### src/rtl/rtef_pkg.sv
// Shared types and constants for the resistive touch event filter.
// No dependencies; used by rtl/resistive_touch_event_filter_core.sv.
`timescale 1ns / 1ps

package rtef_pkg;

    localparam int unsigned RAW_W       = 10;   // raw ADC, pixel and pressure width
    localparam int unsigned TIME_W      = 32;   // millisecond timestamp width
    localparam int unsigned PROD_W      = 2 * RAW_W;  // |raw - from| * size
    localparam int unsigned CNT_W       = 5;    // holds PROD_W - 1
    localparam int unsigned CFG_IDX_W   = 3;
    localparam int unsigned IN_TDATA_W  = 64;   // 62 payload bits, byte padded
    localparam int unsigned OUT_TDATA_W = 40;   // 34 payload bits, byte padded

    typedef enum logic [CFG_IDX_W-1:0] {
        CFG_CAL_LEFT     = 3'd0,
        CFG_CAL_RIGHT    = 3'd1,
        CFG_CAL_TOP      = 3'd2,
        CFG_CAL_BOTTOM   = 3'd3,
        CFG_PRESSURE_MIN = 3'd4,
        CFG_PRESSURE_MAX = 3'd5,
        CFG_ORIENTATION  = 3'd6
    } t_cfg_idx;

    typedef enum logic [1:0] {
        ORIENT_PORTRAIT      = 2'd0,
        ORIENT_LANDSCAPE     = 2'd1,
        ORIENT_PORTRAIT_INV  = 2'd2,
        ORIENT_LANDSCAPE_INV = 2'd3
    } t_orient;

    typedef enum logic [2:0] {
        ST_IDLE,
        ST_SETUP,
        ST_MUL,
        ST_DIV,
        ST_STORE,
        ST_DONE
    } t_state;

endpackage

### src/rtl/resistive_touch_event_filter_core.sv
// Resistive touch event filter: validates, maps and debounces raw touch samples.
// Depends on rtl/rtef_pkg.sv (widths, register indexes, orientation and state codes).
`timescale 1ns / 1ps

// Channel    | Dir | Handshake                  | Contents
// -----------+-----+----------------------------+--------------------------------------
// s_axis     | in  | i_s_axis_tvalid/o_..tready | one raw sample per transaction
// m_axis     | out | o_m_axis_tvalid/i_..tready | one filtered result per transaction
// cfg        | in  | i_cfg_wr_en (no wait)      | calibration, pressure window, orientation
//
// A sample with a valid touch passes, for each of the two axes, through a setup
// state, a multiply state, a bit-serial restoring divider (one quotient bit per
// cycle) and a clamp state, then a state that updates the touch state and loads
// the output register once free. A sample without a valid touch goes straight there.
// One sample is in flight at a time; the next is accepted once the previous result
// has moved to the output register, even while that result still waits on tready.
// Reset is synchronous, active low; it restores the configuration, state machine and
// touch state registers and the output valid flag, but not the sample or datapath ones.

module resistive_touch_event_filter_core #(
    parameter int unsigned PANEL_WIDTH  = 240,
    parameter int unsigned PANEL_HEIGHT = 320,
    parameter int unsigned HOLD_MS      = 100
) (
    input  logic                               i_clk,
    input  logic                               i_rst_n,
    // raw sample input
    input  logic                               i_s_axis_tvalid,
    output logic                               o_s_axis_tready,
    // [9:0] raw_x, [19:10] raw_y, [29:20] raw_pressure, [61:30] time_ms, rest zero
    input  logic [rtef_pkg::IN_TDATA_W-1:0]    i_s_axis_tdata,
    // filtered result output
    output logic                               o_m_axis_tvalid,
    input  logic                               i_m_axis_tready,
    // [9:0] pixel_x, [19:10] pixel_y, [29:20] pressure, [30] pressed,
    // [31] down_event, [32] up_event, [33] move_event, rest zero
    output logic [rtef_pkg::OUT_TDATA_W-1:0]   o_m_axis_tdata,
    // configuration write port
    input  logic                               i_cfg_wr_en,
    input  logic [rtef_pkg::CFG_IDX_W-1:0]     i_cfg_index,
    input  logic [rtef_pkg::RAW_W-1:0]         i_cfg_data
);

    localparam int unsigned W  = rtef_pkg::RAW_W;
    localparam int unsigned TW = rtef_pkg::TIME_W;
    localparam int unsigned PW = rtef_pkg::PROD_W;
    localparam int unsigned CW = rtef_pkg::CNT_W;

    localparam logic [W-1:0]  SIZE_W  = W'(PANEL_WIDTH);
    localparam logic [W-1:0]  SIZE_H  = W'(PANEL_HEIGHT);
    localparam logic [TW-1:0] HOLD    = TW'(HOLD_MS);
    localparam logic [CW-1:0] DIV_END = CW'(PW - 1);

    // ------------------------------------------------------------------
    // Configuration registers
    // ------------------------------------------------------------------
    logic [W-1:0]     r_cal_left, r_cal_right, r_cal_top, r_cal_bottom;
    logic [W-1:0]     r_p_min, r_p_max;
    rtef_pkg::t_orient r_orient;

    always_ff @(posedge i_clk) begin
        if (!i_rst_n) begin
            r_cal_left   <= '0;
            r_cal_right  <= '1;
            r_cal_top    <= '0;
            r_cal_bottom <= '1;
            r_p_min      <= W'(10);
            r_p_max      <= W'(1000);
            r_orient     <= rtef_pkg::ORIENT_PORTRAIT;
        end else if (i_cfg_wr_en) begin
            unique case (rtef_pkg::t_cfg_idx'(i_cfg_index))
                rtef_pkg::CFG_CAL_LEFT:     r_cal_left   <= i_cfg_data;
                rtef_pkg::CFG_CAL_RIGHT:    r_cal_right  <= i_cfg_data;
                rtef_pkg::CFG_CAL_TOP:      r_cal_top    <= i_cfg_data;
                rtef_pkg::CFG_CAL_BOTTOM:   r_cal_bottom <= i_cfg_data;
                rtef_pkg::CFG_PRESSURE_MIN: r_p_min      <= i_cfg_data;
                rtef_pkg::CFG_PRESSURE_MAX: r_p_max      <= i_cfg_data;
                rtef_pkg::CFG_ORIENTATION:  r_orient     <= rtef_pkg::t_orient'(i_cfg_data[1:0]);
                default: ;  // drop writes to indexes past the list
            endcase
        end
    end

    // ------------------------------------------------------------------
    // Input fields
    // ------------------------------------------------------------------
    logic [W-1:0]  in_raw_x, in_raw_y, in_raw_p;
    logic [TW-1:0] in_time;
    logic          in_touch;

    assign in_raw_x = i_s_axis_tdata[W-1:0];
    assign in_raw_y = i_s_axis_tdata[2*W-1:W];
    assign in_raw_p = i_s_axis_tdata[3*W-1:2*W];
    assign in_time  = i_s_axis_tdata[3*W+TW-1:3*W];
    // valid touch only with pressure strictly inside the window
    assign in_touch = (in_raw_p > r_p_min) && (in_raw_p < r_p_max);

    // ------------------------------------------------------------------
    // State machine
    // ------------------------------------------------------------------
    rtef_pkg::t_state r_state, n_state;
    logic             r_touch;     // current sample is a valid touch
    logic             r_axis;      // 0 maps pixel_x, 1 maps pixel_y
    logic [CW-1:0]    r_cnt;       // divider bit counter
    logic             r_out_valid;

    logic s_accept, out_free, out_load;

    assign out_free = !r_out_valid || i_m_axis_tready;

    always_comb begin
        n_state = r_state;
        unique case (r_state)
            rtef_pkg::ST_IDLE:
                if (i_s_axis_tvalid)
                    n_state = in_touch ? rtef_pkg::ST_SETUP : rtef_pkg::ST_DONE;
            rtef_pkg::ST_SETUP: n_state = rtef_pkg::ST_MUL;
            rtef_pkg::ST_MUL:   n_state = rtef_pkg::ST_DIV;
            rtef_pkg::ST_DIV:
                if (r_cnt == DIV_END) n_state = rtef_pkg::ST_STORE;
            rtef_pkg::ST_STORE:
                n_state = r_axis ? rtef_pkg::ST_DONE : rtef_pkg::ST_SETUP;
            rtef_pkg::ST_DONE:
                if (out_free) n_state = rtef_pkg::ST_IDLE;
            default: n_state = rtef_pkg::ST_IDLE;
        endcase
    end

    always_comb begin
        o_s_axis_tready = (r_state == rtef_pkg::ST_IDLE);
        s_accept        = o_s_axis_tready && i_s_axis_tvalid;
        out_load        = (r_state == rtef_pkg::ST_DONE) && out_free;
    end

    always_ff @(posedge i_clk) begin
        if (!i_rst_n) begin
            r_state <= rtef_pkg::ST_IDLE;
            r_axis  <= 1'b0;
            r_cnt   <= '0;
        end else begin
            r_state <= n_state;
            if (s_accept) r_axis <= 1'b0;
            else if (r_state == rtef_pkg::ST_STORE) r_axis <= 1'b1;
            if (r_state == rtef_pkg::ST_MUL) r_cnt <= '0;
            else if (r_state == rtef_pkg::ST_DIV) r_cnt <= r_cnt + CW'(1);
        end
    end

    // ------------------------------------------------------------------
    // Sample capture
    // ------------------------------------------------------------------
    logic [W-1:0]  r_raw_x, r_raw_y, r_raw_p;
    logic [TW-1:0] r_now;

    always_ff @(posedge i_clk) begin
        if (s_accept) begin
            r_raw_x <= in_raw_x;
            r_raw_y <= in_raw_y;
            r_raw_p <= in_raw_p;
            r_now   <= in_time;
            r_touch <= in_touch;
        end
    end

    // ------------------------------------------------------------------
    // Axis setup: pick raw reading, calibration ends and size for this axis
    // ------------------------------------------------------------------
    logic [W-1:0] sel_raw, sel_from, sel_to, sel_size;
    logic [W:0]   diff, span;

    always_comb begin
        unique case ({r_orient, r_axis})
            {rtef_pkg::ORIENT_PORTRAIT, 1'b0}: begin
                sel_raw = r_raw_x; sel_from = r_cal_left; sel_to = r_cal_right;
                sel_size = SIZE_W;
            end
            {rtef_pkg::ORIENT_PORTRAIT, 1'b1}: begin
                sel_raw = r_raw_y; sel_from = r_cal_top; sel_to = r_cal_bottom;
                sel_size = SIZE_H;
            end
            {rtef_pkg::ORIENT_LANDSCAPE, 1'b0}: begin
                sel_raw = r_raw_y; sel_from = r_cal_top; sel_to = r_cal_bottom;
                sel_size = SIZE_H;
            end
            {rtef_pkg::ORIENT_LANDSCAPE, 1'b1}: begin
                sel_raw = r_raw_x; sel_from = r_cal_right; sel_to = r_cal_left;
                sel_size = SIZE_W;
            end
            {rtef_pkg::ORIENT_PORTRAIT_INV, 1'b0}: begin
                sel_raw = r_raw_x; sel_from = r_cal_right; sel_to = r_cal_left;
                sel_size = SIZE_W;
            end
            {rtef_pkg::ORIENT_PORTRAIT_INV, 1'b1}: begin
                sel_raw = r_raw_y; sel_from = r_cal_bottom; sel_to = r_cal_top;
                sel_size = SIZE_H;
            end
            {rtef_pkg::ORIENT_LANDSCAPE_INV, 1'b0}: begin
                sel_raw = r_raw_y; sel_from = r_cal_bottom; sel_to = r_cal_top;
                sel_size = SIZE_H;
            end
            default: begin  // landscape inverted, pixel_y
                sel_raw = r_raw_x; sel_from = r_cal_left; sel_to = r_cal_right;
                sel_size = SIZE_W;
            end
        endcase
        diff = {1'b0, sel_raw} - {1'b0, sel_from};
        span = {1'b0, sel_to} - {1'b0, sel_from};
    end

    // ------------------------------------------------------------------
    // Datapath: magnitudes, product, bit-serial divide, clamp
    // ------------------------------------------------------------------
    logic [W-1:0]  r_mag, r_den, r_size, r_rem;
    logic          r_force_zero;    // zero span or negative quotient
    logic [PW-1:0] r_dvd;           // dividend, shifts out as quotient shifts in
    logic [W-1:0]  r_new_x, r_new_y;

    logic [W:0]    trial;
    logic          trial_ge;
    logic [W:0]    trial_sub;
    logic [W-1:0]  clamped;

    always_comb begin
        trial     = {r_rem, r_dvd[PW-1]};
        trial_ge  = trial >= {1'b0, r_den};
        trial_sub = trial - {1'b0, r_den};
        if (r_force_zero)
            clamped = '0;
        else if (r_dvd > {{(PW-W){1'b0}}, r_size})
            clamped = r_size;
        else
            clamped = r_dvd[W-1:0];
    end

    always_ff @(posedge i_clk) begin
        unique case (r_state)
            rtef_pkg::ST_SETUP: begin
                r_mag        <= diff[W] ? W'(-diff) : diff[W-1:0];
                r_den        <= span[W] ? W'(-span) : span[W-1:0];
                r_size       <= sel_size;
                // a sign mismatch truncates to zero or below, which clamps to zero
                r_force_zero <= (span == '0) || (diff[W] ^ span[W]);
            end
            rtef_pkg::ST_MUL: begin
                r_dvd <= {{(PW-W){1'b0}}, r_mag} * {{(PW-W){1'b0}}, r_size};
                r_rem <= '0;
            end
            rtef_pkg::ST_DIV: begin
                r_rem <= trial_ge ? trial_sub[W-1:0] : trial[W-1:0];
                r_dvd <= {r_dvd[PW-2:0], trial_ge};
            end
            rtef_pkg::ST_STORE: begin
                if (r_axis) r_new_y <= clamped;
                else        r_new_x <= clamped;
            end
            default: ;
        endcase
    end

    // ------------------------------------------------------------------
    // Touch state, events and output register
    // ------------------------------------------------------------------
    logic [TW-1:0] r_last_time;
    logic [W-1:0]  r_cur_x, r_cur_y, r_cur_p;
    logic          r_was_pressed;
    logic [rtef_pkg::OUT_TDATA_W-1:0] r_out_data;

    logic [TW-1:0] elapsed;
    logic          pressed, down_ev, up_ev, move_ev;
    logic [W-1:0]  nx, ny, np;

    always_comb begin
        elapsed = r_now - r_last_time;   // wraps modulo 2^32
        pressed = r_touch || (elapsed < HOLD);
        nx      = r_touch ? r_new_x : r_cur_x;
        ny      = r_touch ? r_new_y : r_cur_y;
        np      = r_touch ? r_raw_p : r_cur_p;
        down_ev = pressed && !r_was_pressed;
        up_ev   = !pressed && r_was_pressed;
        move_ev = pressed && ((nx != r_cur_x) || (ny != r_cur_y));
    end

    always_ff @(posedge i_clk) begin
        if (!i_rst_n) begin
            r_last_time   <= '0;
            r_cur_x       <= '0;
            r_cur_y       <= '0;
            r_cur_p       <= '0;
            r_was_pressed <= 1'b0;
            r_out_valid   <= 1'b0;
        end else begin
            if (out_load) begin
                if (r_touch) r_last_time <= r_now;
                r_cur_x       <= nx;
                r_cur_y       <= ny;
                r_cur_p       <= np;
                r_was_pressed <= pressed;
                r_out_valid   <= 1'b1;
            end else if (i_m_axis_tready) begin
                r_out_valid <= 1'b0;
            end
        end
    end

    always_ff @(posedge i_clk) begin
        if (out_load)
            r_out_data <= {6'b0, move_ev, up_ev, down_ev, pressed, np, ny, nx};
    end

    assign o_m_axis_tvalid = r_out_valid;
    assign o_m_axis_tdata  = r_out_data;

endmodule
### config.mk
export PLATFORM = sky130hd
export DESIGN_NAME = resistive_touch_event_filter_core
export DESIGN_NICKNAME = d
export VERILOG_FILES = /design/src/rtl/rtef_pkg.sv /design/src/rtl/resistive_touch_event_filter_core.sv
export SDC_FILE = /design/constraint.sdc
export NUM_CORES = 1
export LEC_CHECK = 0
export ABC_AREA = 1
export ABC_CLOCK_PERIOD_IN_PS = 6300
export BUFFER_PORTS_ARGS = -buffer_cell sky130_fd_sc_hd__buf_2
export CAP_MARGIN = 20
export CORE_ASPECT_RATIO = 2
export CORE_MARGIN = 1.5
export CORE_UTILIZATION = 46
export DETAILED_ROUTE_END_ITERATION = 10
export GPL_TIMING_DRIVEN = 0
export PLACE_DENSITY_LB_ADDON = 0.15
export SLEW_MARGIN = 20
export SYNTH_ARGS = -nofsm -noshare
export SYNTH_HDL_FRONTEND = slang
export SYNTH_SLANG_ARGS = --single-unit
### constraint.sdc
create_clock -name i_clk -period 6.3 [get_ports i_clk]
set_clock_uncertainty 0.1 [all_clocks]
set_input_delay 0.63 -clock i_clk [delete_from_list [all_inputs] [get_ports i_clk]]
set_output_delay 0.63 -clock i_clk [all_outputs]
set_load 0.01 [all_outputs]
==> impl_metrics.json, run 1 <==
{
  "status": "finished clean",
  "clk_latency_ns": 0.58,
  "met1_usage_pct": 21.9,
  "ys_seq_area_share_pct": 43.4,
  "worst_slew_pin_slew_ns": 1.11,
  "setup_viol_count_final": 0,
  "placed_cell_area_um2": 19300,
  "track_usage_pct": 24.3,
  "yosys.area.top_type_share_pct": 28.4,
  "place_congestion": 0.913,
  "grt_setup_unrepaired": "no",
  "h-tree-depth": 1,
  "report.final.slew_viol_count": 0,
  "die_y_um": 283,
  "core-area_um2": 38700,
  "synth_top_area_cell": "edfxtp_1",
  "crit_family": "adder cells",
  "cts_buffers": 29,
  "async_reset_ff_share_pct": 0,
  "min_path_type": "in -> reg",
  "p_switching_uw": 2860,
  "area_delta_synth_final_pct": 12.8,
  "synthCells": 2139,
  "p_leak_uw": 0.00886,
  "ys_ff_latch": 305,
  "setup_tns_ns": 0,
  "fillCellCount": 3666,
  "yosys_warnings": 0,
  "start_util_pct": 46.5,
  "drc": 0,
  "ys.flop_type": "edfxtp_1",
  "finalHoldViolCount": 0,
  "fin_crit_sh_pct": 88.4,
  "nNetsFinal": 2537,
  "row_count": 102,
  "drtPass1Iterations": 5,
  "intPower_uw": 4740,
  "top_usage_layer": "met2",
  "ctsHoldBuffers": 0,
  "wirelength_um": 48300,
  "avgSynthCellArea_um2": 8.40,
  "grt_pass1_vias": 14900,
  "die_width_um": 143,
  "hpwl_um": 39200,
  "grt_pass1_wl_um": 75600,
  "vdd_drop_max_mv": 0.264,
  "path_buf_inv": 5,
  "ant_nets": 0,
  "antenna_found_initial": 0,
  "crit_path_end_kind": "register",
  "yosysUniqueCellTypes": 61,
  "worstPathMaxFanout": 10,
  "clkPwrFrac_pct": 23.4,
  "p_sw_share_pct": 37.6,
  "dieArea_um2": 40300,
  "synthesis.area_um2": 18000,
  "p_seq_share_pct": 34.4,
  "drt_iter0_drc": 654,
  "synth_area_leaders": "edfxtp_1 (28%), dfxtp_1 (15%), ha_1 (9.2%)",
  "grt_max_degree": 39,
  "final.min_clock_period_ns": 5.57,
  "p_comb_share_pct": 42.2,
  "clock_path_buffers": 3,
  "cts.sinks": 305,
  "vias": 14900,
  "vias_per_cell": 5.25,
  "start_kind": "register",
  "port_buffers": 115,
  "wl_per_cell_um": 17.0,
  "cts_setup_buffers": 0,
  "cts_tree": "done",
  "slew_headroom_pct": 25.8,
  "slowest_delay_ns": 0.56,
  "cp.required_ns": 6.52,
  "diodes": 0,
  "drive_above_1_share_pct": 10.9,
  "clockRootBuffer": "clkbuf_16",
  "cts.repair.resized": 0,
  "path_clk_slew_ns": 0.07,
  "critical_path_class": "reg -> reg",
  "grt_use_met3_pct": 2.52,
  "power_density_nw_per_um2": 375,
  "clock.fmax_mhz": 180,
  "synth_edf_count": 170,
  "cp.arrival_ns": 5.78,
  "io_pins": 124,
  "fin_area_um2": 20300,
  "path_common_cell": "nand2_1",
  "overflow": 0,
  "grt_use_met2_pct": 49.7,
  "cap_violations": 0,
  "cp_slowest_cell": "fa_1"
}
==> sequential cells by signal, summed over array words and instances (netlist names), 20 cells and up <==
name	cells
r_dvd	20
o_m_axis_tdata	34
r_last_time	32
r_now	32
==> Yosys cell counts, types with 5 or more instances <==
cell type    n
nand4_1     20
a22o_1       5
a21oi_1    188
o22ai_1      9
inv_2        8
clkbuf_1    46
a221oi_1     9
buf_4        6
nand2_2     23
o21bai_1     8
o221ai_1     5
a21o_1       9
nor2_1     150
o211ai_1    18
a211oi_1     7
edfxtp_1   170
nand3_1     81
dfxtp_1    135
nand3_2      6
inv_1      318
nand2_1    415
nand2_4      5
fa_1        29
nor3_1      20
nand3b_1     6
a31oi_1      6
xor2_1      34
o21ai_0    191
nor4_1       7
nor2_2       9
xnor2_1     14
ha_1       132
==> metrics by stage <==
step | instances | setup WS [ns] | util [%] | total power, uW | hold WS, ns
after floorplan | 2146 | 1.26 | - | 5080 | 0.324
after CTS | 2837 | 0.680 | 52.4 | 7670 | 0.0887
final | 2837 | 0.732 | 52.4 | 7600 | 0.119
after global routing | 2837 | 0.309 | 52.4 | 8270 | 0.0876
after global placement | 2781 | 0.749 | 49.7 | 5760 | 0.335
after detailed placement | 2783 | 0.691 | 49.9 | 5860 | 0.343
==> kinds of logic (layout without fill, tap and decap cells) <==
kind of cell    count (synthesis)  in the layout  synth area share (%)
simple gates                  754            754                  18.4
compound gates                479            479                  14.9
buf+inv                       390            561                  8.41
flops                         305            305                  43.4
fa+ha+maj                     161            161                  12.4
xor+xnor                       48             48                  2.34
other cells                     1              8                0.0209
mux                             1              1                0.0557
==> layout make-up <==
type	instances	area, um2	share of cell area [%]
buffer	58	258	1.27
clock buffer	36	792	3.91
clock inverter	18	181	0.895
inverter	332	1250	6.19
multi-input combinational	1451	8700	42.9
sequential	305	7810	38.5
tap	520	651	3.21
timing repair buffer	117	623	3.07
==> cell usage in the layout (no fill, tap or decap), types with 9 or more instances in the layout <==
| cell type | Yosys | layout |
|---|---|---|
| inv_1 | 318 | 317 |
| a221oi_1 | 9 | 9 |
| clkbuf_16 | 0 | 29 |
| a21oi_1 | 188 | 188 |
| nand2_2 | 23 | 24 |
| nand2_1 | 415 | 414 |
| o22ai_1 | 9 | 9 |
| clkbuf_1 | 46 | 49 |
| nor3_1 | 20 | 20 |
| nor2_2 | 9 | 9 |
| dfxtp_1 | 135 | 135 |
| inv_2 | 8 | 9 |
| xnor2_1 | 14 | 14 |
| o21ai_0 | 191 | 191 |
| ha_1 | 132 | 132 |
| a21o_1 | 9 | 9 |
| nor2_1 | 150 | 148 |
| edfxtp_1 | 170 | 170 |
| o211ai_1 | 18 | 18 |
| nand3_1 | 81 | 81 |
| nand4_1 | 20 | 20 |
| buf_2 | 2 | 117 |
| fa_1 | 29 | 29 |
| xor2_1 | 34 | 34 |
==> per-layer routing <==
layer  wire, um  vias up
met2      27100      365
li1           -     7449
met3       1640      139
met5          0        -
met1      16300     6942
met4       3200        0
==> final timing paths <==
kind | from | endpoint | slack [ns] | depth (start not counted)
setup / recovery | r_size[7] | r_dvd[19] | 0.73 | 25
hold / removal | i_s_axis_tdata[45] | r_now[15] | 0.12 | 1
setup reg to reg | r_size[7] | r_dvd[19] | 0.73 | 25
hold reg to reg | r_cur_p[4] | r_cur_p[4] | 0.35 | 2
==> power groups by stage <==
stage          logic, uW  clock network [uW]  registers [uW]
2_1_floorplan       2470                   0            2610
3_3_place_gp        3100                   0            2660
3_5_place_dp        3200                   0            2650
4_1_cts             3250                1820            2610
5_1_grt             3740                1900            2630
6_report            3200                1780            2610
Power figures use the tool's default switching activity.
==> run 2, diff against run 1 <==
- ABC_CLOCK_PERIOD_IN_PS: 6300 -> 6000
- BUFFER_PORTS_ARGS: -buffer_cell sky130_fd_sc_hd__buf_2 -> not set
- DONT_BUFFER_PORTS: not set -> 1
- clock period: 6.3 -> 6 ns (I/O delays scaled with it)
==> impl_metrics.json, run 2 (same netlist as run 1, synthesis figures left out) <==
{
  "whs_ns": 0.0252,
  "row_count": 102,
  "diodes": 0,
  "track_usage_pct": 24.5,
  "fillCellCount": 3643,
  "path_buf_inv": 5,
  "setup_viol_count_final": 0,
  "grt_max_degree": 31,
  "hold_end": "r_now[26]",
  "fin_crit_sh_pct": 90.9,
  "worst_slew_pin_slew_ns": 1.14,
  "final_util_pct": 52.1,
  "grt_pass1_wl_um": 76200,
  "drive_above_1_share_pct": 6.32,
  "core-area_um2": 38700,
  "cts_buffers": 29,
  "grt_setup_unrepaired": "no",
  "vias": 14600,
  "slew_headroom_pct": 23.7,
  "p_leak_uw": 0.00861,
  "cap_violations": 0,
  "clock.fmax_mhz": 183,
  "min_path_type": "in -> reg",
  "cts_tree": "done",
  "cp.required_ns": 6.22,
  "power_density_nw_per_um2": 406,
  "cp.arrival_ns": 5.68,
  "p_sw_share_pct": 36.6,
  "hpwl_um": 38800,
  "clk_latency_ns": 0.58,
  "r2r_start": "r_size[7]",
  "path_common_cell": "nand2_1",
  "clock_path_buffers": 3,
  "port_buffers": 0,
  "final.min_clock_period_ns": 5.45,
  "report.final.slew_viol_count": 0,
  "final_common_cell": "nand2_1",
  "intPower_uw": 5190,
  "die_width_um": 143,
  "start_kind": "register",
  "vdd_drop_max_mv": 0.278,
  "critical_path_class": "reg -> reg",
  "hold_depth": 0,
  "path_clk_slew_ns": 0.07,
  "io_pins": 124,
  "p_switching_uw": 3000,
  "nNetsFinal": 2452,
  "cts.sinks": 305,
  "drt_iter0_drc": 701,
  "h-tree-depth": 1,
  "clockRootBuffer": "clkbuf_16",
  "worstPathMaxFanout": 10,
  "r2r_slack_ns": 0.55,
  "place_congestion": 0.922,
  "antenna_found_initial": 0,
  "ant_nets": 0,
  "status": "finished clean",
  "setup_tns_ns": 0,
  "drc": 0,
  "p_comb_share_pct": 40.9,
  "start_util_pct": 46.5,
  "cp_slowest_cell": "fa_1",
  "crit_path_end_kind": "register",
  "dieArea_um2": 40300,
  "min_from": "i_s_axis_tdata[56]",
  "vias_per_cell": 5.29,
  "finalHoldViolCount": 0,
  "r2r_cells": 25,
  "timing.rr.end": "r_dvd[19]",
  "wl_per_cell_um": 17.7,
  "grt_pass1_vias": 14600,
  "die_y_um": 283,
  "slowest_delay_ns": 0.54,
  "crit_family": "adder cells",
  "drtPass1Iterations": 5,
  "overflow": 0,
  "final_cell_mix": "nand2_1 (414), inv_1 (317), o21ai_0 (191), a21oi_1 (188), edfxtp_1 (170)",
  "clkPwrFrac_pct": 25.6,
  "wirelength_um": 48600,
  "largest_reg_flops": 34,
  "power_uw": 8190,
  "area_delta_synth_final_pct": 12.2,
  "p_seq_share_pct": 33.5
}
## run 2: stage by stage
step / cell area, um2 / setup WS, ns / cells
final: 20200 / 0.546 / 2752
after global routing: 20200 / 0.221 / 2752
after CTS: 20100 / 0.277 / 2748
after detailed placement: 18800 / 0.286 / 2670
after global placement: 18600 / 0.288 / 2666
after floorplan: 18000 / 0.964 / 2146
## run 2: worst max-delay path by stage
stage	to	cells after the start	from	slack, ns
floorplan	r_dvd[19]	25	r_size[7]	0.96
global placement	r_now[5]	5	r_state[0]	0.29
detailed placement	r_dvd[19]	25	r_size[7]	0.29
CTS	r_dvd[19]	25	r_size[7]	0.28
global route	r_dvd[19]	25	r_size[7]	0.22
finish	r_dvd[19]	25	r_size[7]	0.55
## run 2: final cells by class
cell class | instances | area, um2 | share of cell area, %
tap | 520 | 651 | 3.23
buffer | 58 | 259 | 1.28
clock buffer | 40 | 925 | 4.59
inverter | 332 | 1250 | 6.22
sequential | 305 | 7810 | 38.7
multi-input combinational | 1451 | 8690 | 43.1
timing repair buffer | 32 | 378 | 1.87
clock inverter | 14 | 189 | 0.937
## run 2: routing by layer
metal	vias to the layer above	track usage, %	wire (um)
met5	-	0	0
met4	0	15.4	3320
met3	137	2.62	1870
met2	395	49.3	27100
met1	6735	22.6	16300
li1	7287	-	-
## run 2: power by group through the flow
stage	Combinational, uW	Clock (uW)	Sequential, uW
6_report	3350	2090	2750
5_1_grt	3870	2210	2770
4_1_cts	3390	2120	2750
3_5_place_dp	3340	0	2790
3_3_place_gp	3220	0	2800
2_1_floorplan	2590	0	2740
## run 2: repair_timing
item,CTS,global route
endpoints found under the setup margin,0,1
resized for setup,0,2
endpoints found under the hold margin,24,4
hold buffers,24,4
setup buffers,0,0
==> run 3, diff against run 2 <==
- HOLD_SLACK_MARGIN: not set -> 0.03
==> impl_metrics.json, run 3 (same netlist as run 1, synthesis figures left out) <==
{
  "status": "finished clean",
  "setup_tns_ns": 0,
  "clock_path_buffers": 3,
  "critical_path_class": "reg -> reg",
  "largest_reg_flops": 34,
  "start_kind": "register",
  "dieArea_um2": 40300,
  "grt_use_met2_pct": 49.8,
  "vias": 14700,
  "fin_cells": 2786,
  "path_buf_inv": 5,
  "vias_per_cell": 5.26,
  "track_usage_pct": 24.7,
  "slew_headroom_pct": 24.0,
  "fin_crit_sh_pct": 90.9,
  "drt_iter0_drc": 669,
  "start_util_pct": 46.5,
  "drc": 0,
  "clockRootBuffer": "clkbuf_16",
  "worst_slew_pin_slew_ns": 1.14,
  "final.min_clock_period_ns": 5.45,
  "hpwl_um": 38800,
  "min_path_type": "in -> reg",
  "h-tree-depth": 1,
  "die_width_um": 143,
  "power_density_nw_per_um2": 401,
  "io_pins": 124,
  "placed_cells": 2670,
  "worstPathMaxFanout": 10,
  "met1_usage_pct": 22.9,
  "register_area_um2": 7810,
  "crit_family": "adder cells",
  "clk_latency_ns": 0.58,
  "final_cell_mix": "nand2_1 (414), inv_1 (317), o21ai_0 (191), a21oi_1 (188), edfxtp_1 (170)",
  "multi_input_area_um2": 8690,
  "overflow": 0,
  "port_buffers": 0,
  "final_util_pct": 53.0,
  "antenna_found_initial": 0,
  "vdd_drop_max_mv": 0.281,
  "setup_viol_count_final": 0,
  "grt_setup_unrepaired": "no",
  "place_congestion": 0.922,
  "diodes": 0,
  "area_delta_synth_final_pct": 14.1,
  "drive_above_1_share_pct": 6.22,
  "crit_path_end_kind": "register",
  "row_count": 102,
  "grt_pass1_wl_um": 76900,
  "cp.arrival_ns": 5.67,
  "drtPass1Iterations": 7,
  "die_y_um": 283,
  "whs_ns": 0.0505,
  "core-area_um2": 38700,
  "cts_buffers": 29,
  "finalHoldViolCount": 0,
  "ant_nets": 0,
  "grt_max_degree": 31,
  "report.final.slew_viol_count": 0,
  "cp.required_ns": 6.22,
  "cp_slowest_cell": "fa_1",
  "nNetsFinal": 2486,
  "clock.fmax_mhz": 183,
  "grt_pass1_vias": 14800,
  "final_common_cell": "nand2_1",
  "path_clk_slew_ns": 0.07,
  "grt_use_met3_pct": 2.59,
  "p_leak_uw": 0.00875,
  "wirelength_um": 49100,
  "cap_violations": 0,
  "fillCellCount": 3613,
  "cts.sinks": 305,
  "top_usage_layer": "met2",
  "path_common_cell": "nand2_1",
  "wl_per_cell_um": 17.6,
  "cts_tree": "done",
  "slowest_delay_ns": 0.54
}
==> run 3: changes by cell type in the layout (fill, tap and decap cells not counted), sizes merged <==
cell	previous run	this run
dlygate4sd3	28	62
==> run 3: final cells by class <==
cell class                 instances  share of cell area (%)
multi-input combinational       1451                    42.4
sequential                       305                    38.1
inverter                         332                    6.12
clock buffer                      40                    4.51
timing repair buffer              66                    3.50
tap                              520                    3.17
buffer                            58                    1.26
clock inverter                    14                   0.922
==> run 3: per-stage QoR <==
step                setup slack, ns  cell area, um2  total power (uW)
finish                        0.548           20500              8210
global route                  0.221           20500              8870
CTS                           0.277           20500              8290
detailed placement            0.286           18800              6130
global placement              0.288           18600              6020
floorplan                     0.964           18000              5330
==> run 3: power breakdown <==
group | switching (uW) | leakage (uW) | internal [uW]
Clock | 839 | 0.000541 | 1260
Sequential | 134 | 0.00267 | 2610
Combinational | 2030 | 0.00554 | 1340
Total | 3010 | 0.00875 | 5210
==> run 3: routing by layer <==
metal	wire length [um]	vias to the layer above	share of wire, %
li1	-	7358	-
met1	16500	6792	34
met2	27500	367	56
met3	1740	135	3.6
met4	3320	0	6.8
met5	0	-	0
==> run 3: worst paths after layout <==
check | startpoint | end | slack, ns | cells after the start
worst min-delay path | i_cfg_data[0] | r_cal_right[0] | 0.05 | 2
worst max-delay path | r_size[7] | r_dvd[19] | 0.55 | 25
worst max register to register | r_size[7] | r_dvd[19] | 0.55 | 25
worst min register to register | r_cur_p[9] | r_cur_p[9] | 0.35 | 2
==> run 3: worst reg2reg max path, stage by stage, from the launching register on <==
cell and delay, ns:
edfxtp_1 0.48, clkbuf_2 0.26, nand2_1 0.14, inv_1 0.10, fa_1 0.51, inv_1 0.05
fa_1 0.46, fa_1 0.54, inv_1 0.04, ha_1 0.28, ha_1 0.30, ha_1 0.23
fa_1 0.41, nand3_1 0.10, nand2_1 0.07, nand2_1 0.08, nand2_1 0.05, a21oi_1 0.20
inv_1 0.06, a21oi_1 0.13, o21bai_1 0.10, nand2_1 0.07, nand2_1 0.05, a21oi_1 0.14
xor2_1 0.15, o21ai_0 0.08
==> run 3: what timing repair did <==
action | 4_1_cts | 5_1_grt
hold endpoints to repair | 62 | 0
setup buffers | 0 | 0
hold buffers | 62 | 0
resized for setup | 0 | 2
endpoints found under the setup margin | 0 | 1
